--- config.mk ---
export PLATFORM = sky130hd
export DESIGN_NAME = serial_frame_parser_crc16
export DESIGN_NICKNAME = d
export VERILOG_FILES = /design/src/sfp_pkg.sv /design/src/serial_frame_parser_crc16.sv /design/src/sfp_front.sv /design/src/sfp_fifo.sv /design/src/sfp_back.sv
export SDC_FILE = /design/constraint.sdc
export NUM_CORES = 1
export LEC_CHECK = 0
export ABC_AREA = 1
export BUFFER_PORTS_ARGS = -buffer_cell sky130_fd_sc_hd__buf_2
export CAP_MARGIN = 20
export CORE_MARGIN = 5
export CORE_UTILIZATION = 50
export CTS_BUF_LIST = sky130_fd_sc_hd__clkbuf_8
export CTS_CLUSTER_DIAMETER = 100
export DETAILED_ROUTE_END_ITERATION = 7
export PLACE_DENSITY = 0.69
export REMOVE_ABC_BUFFERS = 1
export SETUP_SLACK_MARGIN = 0.2
export SYNTH_ARGS = -nofsm -noshare
export SYNTH_HDL_FRONTEND = slang
export SYNTH_SLANG_ARGS = --single-unit
--- constraint.sdc ---
create_clock -name clk_i -period 5.89 [get_ports clk_i]
set_input_delay 1.178 -clock clk_i [delete_from_list [all_inputs] [get_ports clk_i]]
set_output_delay 1.178 -clock clk_i [all_outputs]
set_load 0.005 [all_outputs]
--- src/sfp_pkg.sv ---
`timescale 1ns / 1ps
// shared types, constants and crc helper for the serial frame parser
package sfp_pkg;

  typedef struct packed {
    logic [7:0] data_byte;
    logic       last_byte;
  } sfp_in_t;

  typedef struct packed {
    logic        kind;
    logic [7:0]  payload_byte;
    logic [1:0]  status;
    logic        extended;
    logic [15:0] command;
    logic [15:0] flag_word;
    logic [15:0] group_word;
    logic [15:0] standard_data;
  } sfp_out_t;

  typedef struct packed {
    logic [7:0]  ext_code;
    logic [7:0]  std_code;
    logic [15:0] status_cmd;
  } sfp_cfg_t;

  typedef struct packed {
    logic       in_range;
    logic       crc_en;
    logic       pay_zone;
    logic       is_proto;
    logic       hdr_en;
    logic [2:0] hdr_idx;
    logic       too_short;
    logic       short_status;
    logic       std_long;
  } sfp_cls_t;

  typedef struct packed {
    logic [7:0] data_byte;
    logic       last_byte;
    sfp_cls_t   cls;
  } sfp_entry_t;

  localparam logic [1:0] RegExtCode   = 2'd0;
  localparam logic [1:0] RegStdCode   = 2'd1;
  localparam logic [1:0] RegStatusCmd = 2'd2;

  localparam logic [1:0] StatusOk      = 2'd0;
  localparam logic [1:0] StatusBadCrc  = 2'd1;
  localparam logic [1:0] StatusUnknown = 2'd2;

  localparam logic KindPayload = 1'b0;
  localparam logic KindSummary = 1'b1;

  localparam logic [15:0] CrcPoly = 16'h1021;
  localparam logic [15:0] CrcInit = 16'h0000;

  localparam int CrcStart     = 3;
  localparam int ProtoIndex   = 3;
  localparam int HdrFirst     = 5;
  localparam int HdrLast      = 12;
  localparam int PayloadStart = 11;
  localparam int MinFrameLen  = 7;
  localparam int MinStatusLen = 13;
  localparam int MinStdLen    = 15;

  function automatic logic [15:0] crc_fold(logic [15:0] crc, logic [7:0] b);
    logic [15:0] c;
    logic        top;
    c = crc;
    for (int k = 0; k < 8; k++) begin
      top = c[15];
      c = {c[14:0], b[k]};
      if (top) begin
        c = c ^ CrcPoly;
      end
    end
    return c;
  endfunction

endpackage

--- src/serial_frame_parser_crc16.sv ---
`timescale 1ns / 1ps
// top level of the serial frame parser with crc-16 frame check
//
// input channel: one frame byte per word with a last-byte mark, valid/stall
// output channel: result words, either an extended payload byte (kind 0) or
// the frame summary (kind 1), valid/stall; the summary is always the last
// word caused by the final byte of a frame
// apb port: extended protocol code at 0x0, standard protocol code at 0x4,
// status command code at 0x8; write only while the block is idle
// a byte is written into the two-entry queue at the edge it is accepted and
// its result is loaded from the queue into the output register, where it is
// offered until it is taken; a stalled output register can hold the byte back
// the parser takes one byte per cycle while the output is not stalled, but a
// final byte that causes both a payload word and a summary loads the payload
// word first and stays in the queue until its summary is loaded as well
// reset clears the configuration, the frame state, the queue and the output
// while the output is stalled a byte that needs an output word waits at the
// head of the queue; the two-entry queue then fills and the input stall rises
module serial_frame_parser_crc16 #(
  parameter int MAX_FRAME_BYTES = 256
) (
  input  logic              clk_i,
  input  logic              rst_ni,
  input  logic              in_valid_i,
  input  sfp_pkg::sfp_in_t  in_word_i,
  output logic              in_stall_o,
  output logic              out_valid_o,
  output sfp_pkg::sfp_out_t out_word_o,
  input  logic              out_stall_i,
  input  logic              psel,
  input  logic              penable,
  input  logic              pwrite,
  input  logic [3:0]        paddr,
  input  logic [31:0]       pwdata,
  output logic [31:0]       prdata,
  output logic              pready
);

  sfp_pkg::sfp_cfg_t   cfg_q, cfg_d;
  sfp_pkg::sfp_entry_t push_entry, pop_entry;
  logic                q_full, q_push, q_valid, q_pop;
  logic                wr_en;

  assign pready = 1'b1;
  assign wr_en  = psel && penable && pwrite && pready;

  always_comb begin
    cfg_d = cfg_q;
    if (wr_en) begin
      case (paddr[3:2])
        sfp_pkg::RegExtCode:   cfg_d.ext_code   = pwdata[7:0];
        sfp_pkg::RegStdCode:   cfg_d.std_code   = pwdata[7:0];
        sfp_pkg::RegStatusCmd: cfg_d.status_cmd = pwdata[15:0];
        default: ;
      endcase
    end
    case (paddr[3:2])
      sfp_pkg::RegExtCode:   prdata = {24'd0, cfg_q.ext_code};
      sfp_pkg::RegStdCode:   prdata = {24'd0, cfg_q.std_code};
      sfp_pkg::RegStatusCmd: prdata = {16'd0, cfg_q.status_cmd};
      default:               prdata = 32'd0;
    endcase
  end

  always_ff @(posedge clk_i or negedge rst_ni) begin
    if (!rst_ni) begin
      cfg_q <= '0;
    end else begin
      cfg_q <= cfg_d;
    end
  end

  sfp_front #(
    .MAX_FRAME_BYTES(MAX_FRAME_BYTES)
  ) u_front (
    .clk_i     (clk_i),
    .rst_ni    (rst_ni),
    .in_valid_i(in_valid_i),
    .in_word_i (in_word_i),
    .in_stall_o(in_stall_o),
    .q_full_i  (q_full),
    .q_push_o  (q_push),
    .q_entry_o (push_entry)
  );

  sfp_fifo u_fifo (
    .clk_i  (clk_i),
    .rst_ni (rst_ni),
    .push_i (q_push),
    .entry_i(push_entry),
    .full_o (q_full),
    .pop_i  (q_pop),
    .valid_o(q_valid),
    .entry_o(pop_entry)
  );

  sfp_back u_back (
    .clk_i      (clk_i),
    .rst_ni     (rst_ni),
    .cfg_i      (cfg_q),
    .ent_valid_i(q_valid),
    .ent_i      (pop_entry),
    .ent_pop_o  (q_pop),
    .out_valid_o(out_valid_o),
    .out_word_o (out_word_o),
    .out_stall_i(out_stall_i)
  );

  a_status_code: assert property (@(posedge clk_i) disable iff (!rst_ni)
    out_valid_o |-> out_word_o.status != 2'd3)
    else $error("undefined status code on output");

  a_payload_clean: assert property (@(posedge clk_i) disable iff (!rst_ni)
    (out_valid_o && out_word_o.kind == sfp_pkg::KindPayload) |->
      (out_word_o.status == sfp_pkg::StatusOk && !out_word_o.extended
       && out_word_o.command == 16'd0))
    else $error("payload word carries summary fields");

  a_bad_crc_clean: assert property (@(posedge clk_i) disable iff (!rst_ni)
    (out_valid_o && out_word_o.kind == sfp_pkg::KindSummary
     && out_word_o.status == sfp_pkg::StatusBadCrc) |->
      (!out_word_o.extended && out_word_o.command == 16'd0
       && out_word_o.flag_word == 16'd0))
    else $error("bad crc summary carries header fields");

endmodule

--- src/sfp_front.sv ---
`timescale 1ns / 1ps
// front end: takes input words, tracks byte position and classifies each byte
module sfp_front #(
  parameter int MAX_FRAME_BYTES = 256
) (
  input  logic                clk_i,
  input  logic                rst_ni,
  input  logic                in_valid_i,
  input  sfp_pkg::sfp_in_t    in_word_i,
  output logic                in_stall_o,
  input  logic                q_full_i,
  output logic                q_push_o,
  output sfp_pkg::sfp_entry_t q_entry_o
);

  localparam int PW = $clog2(MAX_FRAME_BYTES + 1);

  logic [PW-1:0] pos_q, pos_d;
  logic [PW:0]   len;
  logic          in_range;

  assign in_stall_o = q_full_i;
  assign q_push_o   = in_valid_i && !q_full_i;

  always_comb begin
    in_range = pos_q < PW'(MAX_FRAME_BYTES);
    len      = {1'b0, pos_q} + (PW + 1)'(1);

    q_entry_o.data_byte        = in_word_i.data_byte;
    q_entry_o.last_byte        = in_word_i.last_byte;
    q_entry_o.cls.in_range     = in_range;
    q_entry_o.cls.crc_en       = pos_q >= PW'(sfp_pkg::CrcStart);
    q_entry_o.cls.pay_zone     = pos_q >= PW'(sfp_pkg::PayloadStart);
    q_entry_o.cls.is_proto     = pos_q == PW'(sfp_pkg::ProtoIndex);
    q_entry_o.cls.hdr_en       = in_range && (pos_q >= PW'(sfp_pkg::HdrFirst))
                                 && (pos_q <= PW'(sfp_pkg::HdrLast));
    q_entry_o.cls.hdr_idx      = 3'(pos_q - PW'(sfp_pkg::HdrFirst));
    q_entry_o.cls.too_short    = len < (PW + 1)'(sfp_pkg::MinFrameLen);
    q_entry_o.cls.short_status = len < (PW + 1)'(sfp_pkg::MinStatusLen);
    q_entry_o.cls.std_long     = len >= (PW + 1)'(sfp_pkg::MinStdLen);

    pos_d = pos_q;
    if (q_push_o) begin
      if (in_word_i.last_byte) begin
        pos_d = '0;
      end else if (in_range) begin
        pos_d = pos_q + PW'(1);
      end
    end
  end

  always_ff @(posedge clk_i or negedge rst_ni) begin
    if (!rst_ni) begin
      pos_q <= '0;
    end else begin
      pos_q <= pos_d;
    end
  end

endmodule

--- src/sfp_fifo.sv ---
`timescale 1ns / 1ps
// two-entry queue between the front and back ends
module sfp_fifo (
  input  logic                clk_i,
  input  logic                rst_ni,
  input  logic                push_i,
  input  sfp_pkg::sfp_entry_t entry_i,
  output logic                full_o,
  input  logic                pop_i,
  output logic                valid_o,
  output sfp_pkg::sfp_entry_t entry_o
);

  sfp_pkg::sfp_entry_t mem_q [2];
  logic       wptr_q, wptr_d;
  logic       rptr_q, rptr_d;
  logic [1:0] cnt_q, cnt_d;

  assign full_o  = cnt_q == 2'd2;
  assign valid_o = cnt_q != 2'd0;
  assign entry_o = mem_q[rptr_q];

  always_comb begin
    wptr_d = wptr_q;
    rptr_d = rptr_q;
    cnt_d  = cnt_q;
    if (push_i) begin
      wptr_d = ~wptr_q;
    end
    if (pop_i) begin
      rptr_d = ~rptr_q;
    end
    if (push_i && !pop_i) begin
      cnt_d = cnt_q + 2'd1;
    end else if (pop_i && !push_i) begin
      cnt_d = cnt_q - 2'd1;
    end
  end

  always_ff @(posedge clk_i or negedge rst_ni) begin
    if (!rst_ni) begin
      wptr_q <= 1'b0;
      rptr_q <= 1'b0;
      cnt_q  <= 2'd0;
    end else begin
      wptr_q <= wptr_d;
      rptr_q <= rptr_d;
      cnt_q  <= cnt_d;
    end
  end

  always_ff @(posedge clk_i) begin
    if (push_i) begin
      mem_q[wptr_q] <= entry_i;
    end
  end

endmodule

--- src/sfp_back.sv ---
`timescale 1ns / 1ps
// back end: crc, hold line, header capture, payload and summary words
module sfp_back (
  input  logic                clk_i,
  input  logic                rst_ni,
  input  sfp_pkg::sfp_cfg_t   cfg_i,
  input  logic                ent_valid_i,
  input  sfp_pkg::sfp_entry_t ent_i,
  output logic                ent_pop_o,
  output logic                out_valid_o,
  output sfp_pkg::sfp_out_t   out_word_o,
  input  logic                out_stall_i
);

  logic [15:0] crc_q, crc_d, crc_n;
  logic [7:0]  hold0_q, hold0_d;
  logic [7:0]  hold1_q, hold1_d;
  logic [7:0]  proto_q, proto_d, proto_n;
  logic [7:0]  hdr_q [8];
  logic [7:0]  hdr_d [8];
  logic [7:0]  hdr_n [8];
  logic        pay_done_q, pay_done_d;
  logic        out_valid_q, out_valid_d;
  sfp_pkg::sfp_out_t out_q, out_d;

  sfp_pkg::sfp_cls_t cls;
  sfp_pkg::sfp_out_t pay_res, sum_res;
  logic [15:0] trailer, cmd;
  logic        want_pay, want_sum, split, can_load, needs_out, step;

  assign out_valid_o = out_valid_q;
  assign out_word_o  = out_q;

  always_comb begin
    cls       = ent_i.cls;
    want_pay  = cls.in_range && cls.pay_zone && (proto_q == cfg_i.ext_code) && !pay_done_q;
    want_sum  = ent_i.last_byte;
    split     = want_pay && want_sum;
    can_load  = !out_valid_q || !out_stall_i;
    needs_out = want_pay || want_sum;
    step      = ent_valid_i && (can_load || !needs_out);
    ent_pop_o = step && !split;

    crc_n   = cls.crc_en ? sfp_pkg::crc_fold(crc_q, hold1_q) : crc_q;
    proto_n = cls.is_proto ? ent_i.data_byte : proto_q;
    hdr_n   = hdr_q;
    if (cls.hdr_en) begin
      hdr_n[cls.hdr_idx] = ent_i.data_byte;
    end
    trailer = {ent_i.data_byte, hold0_q};

    pay_res              = '0;
    pay_res.kind         = sfp_pkg::KindPayload;
    pay_res.payload_byte = hold1_q;

    cmd             = {hdr_n[1], hdr_n[0]};
    sum_res         = '0;
    sum_res.kind    = sfp_pkg::KindSummary;
    if (!cls.in_range || cls.too_short) begin
      sum_res.status = sfp_pkg::StatusUnknown;
    end else if (crc_n != trailer) begin
      sum_res.status = sfp_pkg::StatusBadCrc;
    end else if (proto_n == cfg_i.ext_code) begin
      sum_res.extended  = 1'b1;
      sum_res.command   = cmd;
      sum_res.flag_word = {hdr_n[3], hdr_n[2]};
      sum_res.status    = (cmd == cfg_i.status_cmd && cls.short_status) ?
                          sfp_pkg::StatusUnknown : sfp_pkg::StatusOk;
    end else if (proto_n == cfg_i.std_code && cls.std_long) begin
      sum_res.status        = sfp_pkg::StatusOk;
      sum_res.command       = {hdr_n[3], hdr_n[2]};
      sum_res.flag_word     = {hdr_n[7], hdr_n[6]};
      sum_res.group_word    = {hdr_n[1], hdr_n[0]};
      sum_res.standard_data = {hdr_n[5], hdr_n[4]};
    end else begin
      sum_res.status = sfp_pkg::StatusUnknown;
    end

    crc_d      = crc_q;
    hold0_d    = hold0_q;
    hold1_d    = hold1_q;
    proto_d    = proto_q;
    hdr_d      = hdr_q;
    pay_done_d = pay_done_q;
    if (step && split) begin
      pay_done_d = 1'b1;
    end
    if (ent_pop_o) begin
      pay_done_d = 1'b0;
      if (ent_i.last_byte) begin
        crc_d   = sfp_pkg::CrcInit;
        hold0_d = '0;
        hold1_d = '0;
        proto_d = '0;
        for (int i = 0; i < 8; i++) begin
          hdr_d[i] = '0;
        end
      end else if (cls.in_range) begin
        crc_d   = crc_n;
        hold0_d = ent_i.data_byte;
        hold1_d = hold0_q;
        proto_d = proto_n;
        hdr_d   = hdr_n;
      end
    end

    out_valid_d = out_valid_q;
    out_d       = out_q;
    if (step && needs_out) begin
      out_valid_d = 1'b1;
      out_d       = want_pay ? pay_res : sum_res;
    end else if (!out_stall_i) begin
      out_valid_d = 1'b0;
    end
  end

  always_ff @(posedge clk_i or negedge rst_ni) begin
    if (!rst_ni) begin
      crc_q       <= sfp_pkg::CrcInit;
      hold0_q     <= '0;
      hold1_q     <= '0;
      proto_q     <= '0;
      for (int i = 0; i < 8; i++) begin
        hdr_q[i] <= '0;
      end
      pay_done_q  <= 1'b0;
      out_valid_q <= 1'b0;
    end else begin
      crc_q       <= crc_d;
      hold0_q     <= hold0_d;
      hold1_q     <= hold1_d;
      proto_q     <= proto_d;
      hdr_q       <= hdr_d;
      pay_done_q  <= pay_done_d;
      out_valid_q <= out_valid_d;
    end
  end

  always_ff @(posedge clk_i) begin
    out_q <= out_d;
  end

endmodule

==> implementation parameters, run 1 <==
Parameter                              Value

Run
  Number of max-cap violations ... 0

Cells and area
  Final-stage net count ... just under 2,000
  Final std cell area, no fill ... between 15,000 and 20,000 sq um
  Layout fillers ... approximately 2,600
  Combined flip-flop and latch cell area ... between 7000 and 8000 sq um
  Number of antenna cells inserted ... 0
  Signed area change from the synthesized netlist to the final layout ... 12.6%
  Final Core Density ... a little under three fifths
  Multi-input gate area ... between 5000 and 6000 sq um
  Share of post-route cells with drive strength above 1 ... between 10% and 20%

Global routing
  Antenna violations before repair ... 0
  GRT Total Usage ... between 20% and 30%
  Maximum number of pins on one net before global-route repair ... approximately 110
  Number of global-route vias before repair ... between 10,000 and 15,000
  Global-route wire length before repair ... around 60 mm
  Overflow left after global routing ... 0

Clock tree
  Post-CTS Hold Buffers ... 0
  Clk Latency, worst-skew pair ... ~0.58 ns
  Worst-path clk slew ... 0.06 ns
  CTS sink cnt ... about 270
  CTS tree ... yes
  Number of gates given a new drive strength after cts ... 0
  Clock H-tree levels ... 2
  Clk root buf ... sky130_fd_sc_hd__clkbuf_8
  Inserted Clock Buffers ... 46
  Maximum buffer depth of the clock tree ... 3
  Setup Buffers After CTS ... 0

STA
  Final setup viols ... 0
  Worst-margin pin slew ... roughly 1.0 ns
  Total Negative Setup Slacks ... 0 ns
  Post-route worst hold slack ... approximately 0.47 ns
  Max-slew violation count ... 0
  Max-Slew Margin vs Limit ... about a third
  Tmin final ... approximately 3.7 ns
  RSZ-0062 raised after global routing ... no
  Worst clock skew on the final layout ... just over 0.04 ns
  Final hold violation count ... 0
  Part of the cycle the worst path needs ... ~62%
  Maximum operating frequency ... roughly 270 MHz

Die
  I/O pin count ... roughly 160
  Die Span Y ... roughly 180 um
  Die ar. ... between 30,000 and 40,000 sq um
  Core region area ... around 28,000 sq um
  Starting density of the core ... about half
  Die X-Extent ... about 180 um
  Std cell rows ... between 60 and 70

Yosys
  Main area contributors after synthesis ... sky130_fd_sc_hd__dfrtp_1 (27%), sky130_fd_sc_hd__edfxtp_1 (25%), sky130_fd_sc_hd__nand2_1 (15%), sky130_fd_sc_hd__nor2_1 (6.7%), sky130_fd_sc_hd__nand3_1 (5.9%)
  Share of flip-flops with an asynchronous set or reset ... between 50% and 60%
  Post-synthesis register bit count ... 267
  Total number of yosys warnings ... 0
  Number of enable flip-flop cells after synthesis ... 116
  Synth Area per Inst ... about 7.8 sq um
  Most area-hungry cell type in the Yosys netlist ... sky130_fd_sc_hd__dfrtp_1
  Synth Cell Area ... approximately 14,000 sq um
  Distinct cells, synth ... 41
  Ys flop type ... sky130_fd_sc_hd__dfrtp_1
  Synth top cells by count ... sky130_fd_sc_hd__nand2_1 (546), sky130_fd_sc_hd__nor2_1 (250), sky130_fd_sc_hd__inv_1 (184)
  Post-Synthesis Cells ... between 1,500 and 2,000
  Top cell type's share of synthesized area ... a little over a quarter
  Sequential fraction of the synthesis area ... 51.5%
  Cell with the most instances after synthesis ... sky130_fd_sc_hd__nand2_1

Worst setup path
  Critical path launch point type ... register
  Worst path max stage delay ... roughly 0.51 ns
  Setup crit end kind ... register
  Worst path buffer plus inverter count ... 5
  Slowest-stage cell, CP ... sky130_fd_sc_hd__nand3_1
  Arrival time at the worst endpoint ... 3.97 ns
  Dominant delay contributor by cell family on the critical path ... buffers and inverters
  Critical Path, Cell by Cell ... inv_2 -> nand2_1 -> and2_1 -> nor4_1 -> nand3_1 -> inv_2 -> nor2_2 -> buf_4 -> nand3_2 -> buf_4 -> buf_4 -> o21ai_0
  Most frequent cell on the critical path ... sky130_fd_sc_hd__buf_4
  Critical path type ... register to register
  Data required time of the worst path ... between 6 and 7 ns
  Peak fanout along the critical path ... 34

Routing
  Detailed Routing Iterations Pass 1 ... 5
  Residual antenna-violating net count after detailed routing ... 0
  WL/cell ... around 16 um
  Drt first-iter violations ... around 1,200
  Remaining routing DRC violations ... 0
  Number of vias per cell after detailed routing ... between 5 and 6
  Final Routed Wirelength ... between 30 and 40 mm
  Vias after detailed routing ... around 12,000

Placed design
  Post-DP Area ... ~15,000 sq um
  Gp weighted congestion ... just over 0.9
  Count of input and output buffers ... between 100 and 150
  Post-detailed-placement half-perimeter wirelength ... approximately 24 mm

Pwr
  Leakage power ... slightly below 8 nW
  PwrDens ... about 540 nW/um^2
  Worst IR drop on VDD ... approximately 0.38 mV
  Post-layout total power ... around 8.6 mW

Run status
  Run status ... finished, final reports clean

Worst hold path
  Class of the tightest hold or removal check ... register to register
==> routing by layer <==
metal,track usage (%),vias to the layer above,share of wire (%),wire [um]
li1,-,5965,-,-
met1,32.6,5754,42,15900
met5,0,-,0,0
met4,8.80,0,3.1,1190
met2,37.9,507,46,17600
met3,5.18,76,8.7,3290
==> metrics by stage <==
step | worst slack, ns | instances
floorplan | -0.333 | 1712
global placement | 2.03 | 2234
detailed placement | 1.97 | 2234
CTS | 1.95 | 2320
global route | 1.87 | 2323
finish | 2.23 | 2323
==> final timing paths <==
check                                             start                                  end  slack, ns  depth (start not counted)
max in group asynchronous                        rst_ni            u_fifo.wptr_q$_DFFE_PN0P_       3.93                          2
min reg2reg                u_back.hdr_q[50]$_DFFE_PN0P_         u_back.hdr_q[50]$_DFFE_PN0P_       0.47                          2
max reg2reg                   u_fifo.rptr_q$_DFFE_PN0P_  u_back.out_word_o[63]$_SDFFCE_PP0P_       2.23                         12
min                        u_back.hdr_q[50]$_DFFE_PN0P_         u_back.hdr_q[50]$_DFFE_PN0P_       0.47                          2
max                           u_fifo.rptr_q$_DFFE_PN0P_  u_back.out_word_o[63]$_SDFFCE_PP0P_       2.23                         12
min in group asynchronous                        rst_ni                cfg_q[13]$_DFFE_PN0P_       0.67                          1
==> logic make-up after synthesis <==
family / count (synthesis) / synth area share (%)
buffers and inverters: 295 / 8.97
xor gates and xnor gates: 36 / 2.24
AOI/OAI and AO/OA: 172 / 6.80
other: 2 / 0.0532
DFF: 267 / 51.5
adders and majority gates: 6 / 0.532
and+or+nand+nor: 1024 / 29.9
muxes: 1 / 0.0710
==> power breakdown <==
part	internal (mW)	switching, mW
Combinational	1.14	2.80
Sequential	2.67	0.341
Clock	0.889	0.775
Total	4.70	3.92
==> cell usage in the layout, fill, tap and decap left out, types with 14 or more instances in the layout <==
| master | count |
|---|---|
| sky130_fd_sc_hd__buf_2 | 126 |
| sky130_fd_sc_hd__o21ai_1 | 37 |
| sky130_fd_sc_hd__nand2_1 | 545 |
| sky130_fd_sc_hd__nand4_1 | 36 |
| sky130_fd_sc_hd__buf_4 | 16 |
| sky130_fd_sc_hd__conb_1 | 17 |
| sky130_fd_sc_hd__dfrtp_1 | 151 |
| sky130_fd_sc_hd__o21ai_0 | 56 |
| sky130_fd_sc_hd__xor2_1 | 22 |
| sky130_fd_sc_hd__nand3_1 | 167 |
| sky130_fd_sc_hd__nor2_1 | 250 |
| sky130_fd_sc_hd__edfxtp_1 | 116 |
| sky130_fd_sc_hd__inv_1 | 199 |
| sky130_fd_sc_hd__clkbuf_8 | 54 |
| sky130_fd_sc_hd__a21oi_1 | 46 |
| sky130_fd_sc_hd__xnor2_1 | 14 |
==> state kept, by name (all words and copies together) (netlist names) <==
signal,count
u_back.out_word_o,76
u_back.hdr_q,64
u_fifo.mem_q,40
cfg_q,32
u_back.crc_q,16
u_front.pos_q,9
u_back.hold0_q,8
u_back.hold1_q,8
u_back.proto_q,8
u_fifo.cnt_q,2
u_back.out_valid_o,1
u_back.pay_done_q,1
u_fifo.rptr_q,1
u_fifo.wptr_q,1
==> final cells by class <==
class	instances	area share, %
Clock buffer	54	4.68
Clock inverter	32	1.12
Inverter	189	4.48
Multi-Input combinational cell	1256	35.6
Sequential cell	267	45.7
Tap cell	378	2.98
Timing Repair Buffer	147	5.44
==> worst register-to-register path, delay by kind of cell, from the launching register on <==
kind,cells,cell delay (ns)
AOI/OAI and AO/OA,1,0.16
buffers and inverters,5,1.63
and+or+nand+nor,6,1.25
DFF,1,0.38
Power figures use the tool's default switching activity.
==> inputs of run 2 (changes only) <==
--- a/config.mk
+++ b/config.mk
@@ -13,7 +13,7 @@
 export CTS_BUF_LIST = sky130_fd_sc_hd__clkbuf_8
 export CTS_CLUSTER_DIAMETER = 100
 export DETAILED_ROUTE_END_ITERATION = 7
-export PLACE_DENSITY = 0.69
+export PLACE_DENSITY = 0.72
 export REMOVE_ABC_BUFFERS = 1
 export SETUP_SLACK_MARGIN = 0.2
 export SYNTH_ARGS = -nofsm -noshare
==> constraint.sdc (replaced) <==
create_clock -name clk_i -period 3.2 [get_ports clk_i]
set_input_delay 0.64 -clock clk_i [delete_from_list [all_inputs] [get_ports clk_i]]
set_output_delay 0.64 -clock clk_i [all_outputs]
set_load 0.005 [all_outputs]
==> implementation parameters, run 2 (synthesis gave the netlist of run 1 again) <==
Parameter                              Value

Run status
  Run status ... finished, final reports clean (unchanged)

STA
  Maximum operating frequency ... 348 MHz (was 274 MHz)
  Max-slew violation count ... 0 (unchanged)
  Part of the cycle the worst path needs ... 89.7% (was 62.1%)
  Total Negative Setup Slacks ... 0 ns (unchanged)
  RSZ-0062 raised after global routing ... no (unchanged)
  Final hold violation count ... 0 (unchanged)
  Worst clock skew on the final layout ... 0.0149 ns (was 0.0402 ns)
  Post-route worst setup slack ... 0.329 ns (was 2.23 ns)
  Worst-margin pin slew ... 1.00 ns (was 1.02 ns)
  Tmin final ... 2.87 ns (was 3.66 ns)
  Max-Slew Margin vs Limit ... 33.0% (was 32.2%)
  Post-route worst hold slack ... 0.0444 ns (was 0.472 ns)
  Final setup viols ... 0 (unchanged)

Clock tree
  Worst-path clk slew ... 0.06 ns (about the same)
  CTS sink cnt ... 267 (unchanged)
  Clk root buf ... sky130_fd_sc_hd__clkbuf_8 (unchanged)
  CTS tree ... yes (unchanged)
  Inserted Clock Buffers ... 47 (was 46)
  Maximum buffer depth of the clock tree ... 3 (unchanged)
  Clk Latency, worst-skew pair ... 0.56 ns (was 0.58 ns)
  Clock H-tree levels ... 2 (unchanged)
  Post-CTS Hold Buffers ... 0 (unchanged)

Cells and area
  Final-stage net count ... 2,009 (was 1,965)
  Number of antenna cells inserted ... 0 (unchanged)
  Layout fillers ... 2,557 (was 2,613)
  Signed area change from the synthesized netlist to the final layout ... 16.7% (was 12.6%)
  Share of post-route cells with drive strength above 1 ... 15.1% (was 12.3%)
  Number of flip-flops in the largest register ... 76 (unchanged)
  Leading cell type in the layout, fill and taps excluded ... sky130_fd_sc_hd__nand2_1 (unchanged)
  Final std cell area, no fill ... 16,500 sq um (was 15,900 sq um)
  Most frequent cells in the layout ... sky130_fd_sc_hd__nand2_1 (540), sky130_fd_sc_hd__nor2_1 (245), sky130_fd_sc_hd__inv_1 (194), sky130_fd_sc_hd__nand3_1 (167), sky130_fd_sc_hd__dfrtp_1 (150) (was sky130_fd_sc_hd__nand2_1 (545), sky130_fd_sc_hd__nor2_1 (250), sky130_fd_sc_hd__inv_1 (199), sky130_fd_sc_hd__nand3_1 (167), sky130_fd_sc_hd__dfrtp_1 (151))

Pwr
  Post-layout total power ... 16.9 mW (was 8.62 mW)
  Worst IR drop on VDD ... 0.745 mV (was 0.378 mV)
  Leakage power ... 8.21 nW (was 7.93 nW)
  PwrDens ... 1020 nW/um^2 (was 543 nW/um^2)

Die
  Core region area ... 27,800 sq um (unchanged)
  Die Span Y ... 178 um (unchanged)
  Std cell rows ... 61 (unchanged)
  I/O pin count ... 163 (unchanged)
  Die X-Extent ... 178 um (unchanged)
  Starting density of the core ... 50.8% (unchanged)
  Die ar. ... 31,700 sq um (unchanged)

Placed design
  Dpl ws ... 0.0516 ns (was 1.97 ns)
  Post-detailed-placement half-perimeter wirelength ... 25.2 mm (was 24.4 mm)
  Gp weighted congestion ... 0.902 (was 0.934)
  Post-DP Area ... 15,200 sq um (was 14,900 sq um)
  Count of input and output buffers ... 127 (unchanged)

Routing
  WL/cell ... 16.7 um (was 16.3 um)
  Residual antenna-violating net count after detailed routing ... 0 (unchanged)
  Drt first-iter violations ... 1,626 (was 1,222)
  Number of vias per cell after detailed routing ... 5.32 (was 5.30)
  Remaining routing DRC violations ... 0 (unchanged)
  Detailed Routing Iterations Pass 1 ... 6 (was 5)
  Vias after detailed routing ... 12,600 (was 12,300)
  Final Routed Wirelength ... 39.5 mm (was 37.9 mm)

Global routing
  Number of global-route vias before repair ... 11,700 (was 11,500)
  Overflow left after global routing ... 0 (unchanged)
  Antenna violations before repair ... 0 (unchanged)
  Global-route wire length before repair ... 60.6 mm (was 60.5 mm)
  Maximum number of pins on one net before global-route repair ... 105 (unchanged)
  GRT Total Usage ... 24.0% (about the same)

Worst setup path
  Critical path launch point type ... register (unchanged)
  Peak fanout along the critical path ... 14 (was 34)
  Setup crit end kind ... register (unchanged)
  Arrival time at the worst endpoint ... 3.29 ns (was 3.97 ns)
  Data required time of the worst path ... 3.61 ns (was 6.20 ns)
  Critical path type ... register to register (unchanged)

Run
  Number of max-cap violations ... 0 (unchanged)

Worst hold path
  Class of the tightest hold or removal check ... input pin to asynchronous set/reset pin (was register to register)
==> run 2: cell types whose count changed in the layout (fill, tap and decap cells not counted), sizes merged <==
cell,before,now
clkinvlp,0,2
buf,147,186
bufinv,1,5
clkbuf,54,58
a21oi,47,48
inv,205,199
==> run 2: per-layer routing <==
metal  vias up  share of wire [%]  GRT usage [%]  routed length [um]
met2       597                 47           38.1               18600
li1       6065                  -              -                   -
met4         0                3.2           8.57                1270
met5         -                  0              0                   0
met3        85                8.8           3.66                3490
met1      5838                 41           33.6               16200
==> run 2: where the power goes <==
part | total [mW] | switching (mW) | internal, mW
Clock | 3.43 | 1.45 | 1.98
Combinational | 7.89 | 5.40 | 2.49
Sequential | 5.55 | 0.633 | 4.92
==> run 2: metrics by stage <==
| stage | utilization [%] | cells |
|---|---|---|
| 2_1_floorplan | - | 1712 |
| 3_3_place_gp | 54.7 | 2271 |
| 4_1_cts | 58.5 | 2358 |
| 5_1_grt | 59.3 | 2367 |
| 6_report | 59.3 | 2367 |
| 3_5_place_dp | 54.7 | 2271 |
==> run 2: cell type report <==
class                   count  area [sq um]  area share [%]
flip-flops and latches    267          7260            44.1
multi-input cells        1257          5700            34.7
repair buffers            189          1270            7.72
clock buffers              55           757            4.60
inverters                 189           719            4.37
well taps                 378           473            2.87
clock inverters            32           274            1.66
==> run 2: path summary, 6_finish.rpt <==
check	from	endpoint	slack (ns)	cells after the start
max in group asynchronous	rst_ni	cfg_q[13]$_DFFE_PN0P_	2.35	2
setup reg to reg	u_fifo.rptr_q$_DFFE_PN0P_	u_back.out_word_o[4]$_SDFFCE_PP0P_	0.33	17
hold reg to reg	u_back.hdr_q[35]$_DFFE_PN0P_	u_back.hdr_q[35]$_DFFE_PN0P_	0.47	2
hold / removal	rst_ni	u_front.pos_q[7]$_DFFE_PN0P_	0.04	1
min in group clk_i	in_word_i[3]	u_fifo.mem_q[1][14]$_DFFE_PP_	0.27	1
setup / recovery	u_fifo.rptr_q$_DFFE_PN0P_	u_back.out_word_o[4]$_SDFFCE_PP0P_	0.33	17
==> run 2: repair_timing <==
action	in CTS	in global routing
gates resized for setup	3	26
pin swaps	0	3
endpoints found under the setup margin	99	156
setup buffers	0	5
gates cloned	0	4
==> run 2: worst max-delay path, stage by stage (launching register included) <==
cell and delay, ns:
sky130_fd_sc_hd__dfrtp_2 0.45, sky130_fd_sc_hd__buf_4 0.16, sky130_fd_sc_hd__buf_4 0.16, sky130_fd_sc_hd__nand2_1 0.07, sky130_fd_sc_hd__nand2_2 0.07, sky130_fd_sc_hd__buf_4 0.15, sky130_fd_sc_hd__clkbuf_16 0.16, sky130_fd_sc_hd__o21ai_1 0.30
sky130_fd_sc_hd__nand2_1 0.09, sky130_fd_sc_hd__nand2_1 0.08, sky130_fd_sc_hd__nand3b_1 0.07, sky130_fd_sc_hd__nor2_1 0.11, sky130_fd_sc_hd__nand2_2 0.10, sky130_fd_sc_hd__inv_4 0.09, sky130_fd_sc_hd__nand3_4 0.14, sky130_fd_sc_hd__buf_8 0.18
sky130_fd_sc_hd__buf_4 0.19, sky130_fd_sc_hd__nor2_1 0.12
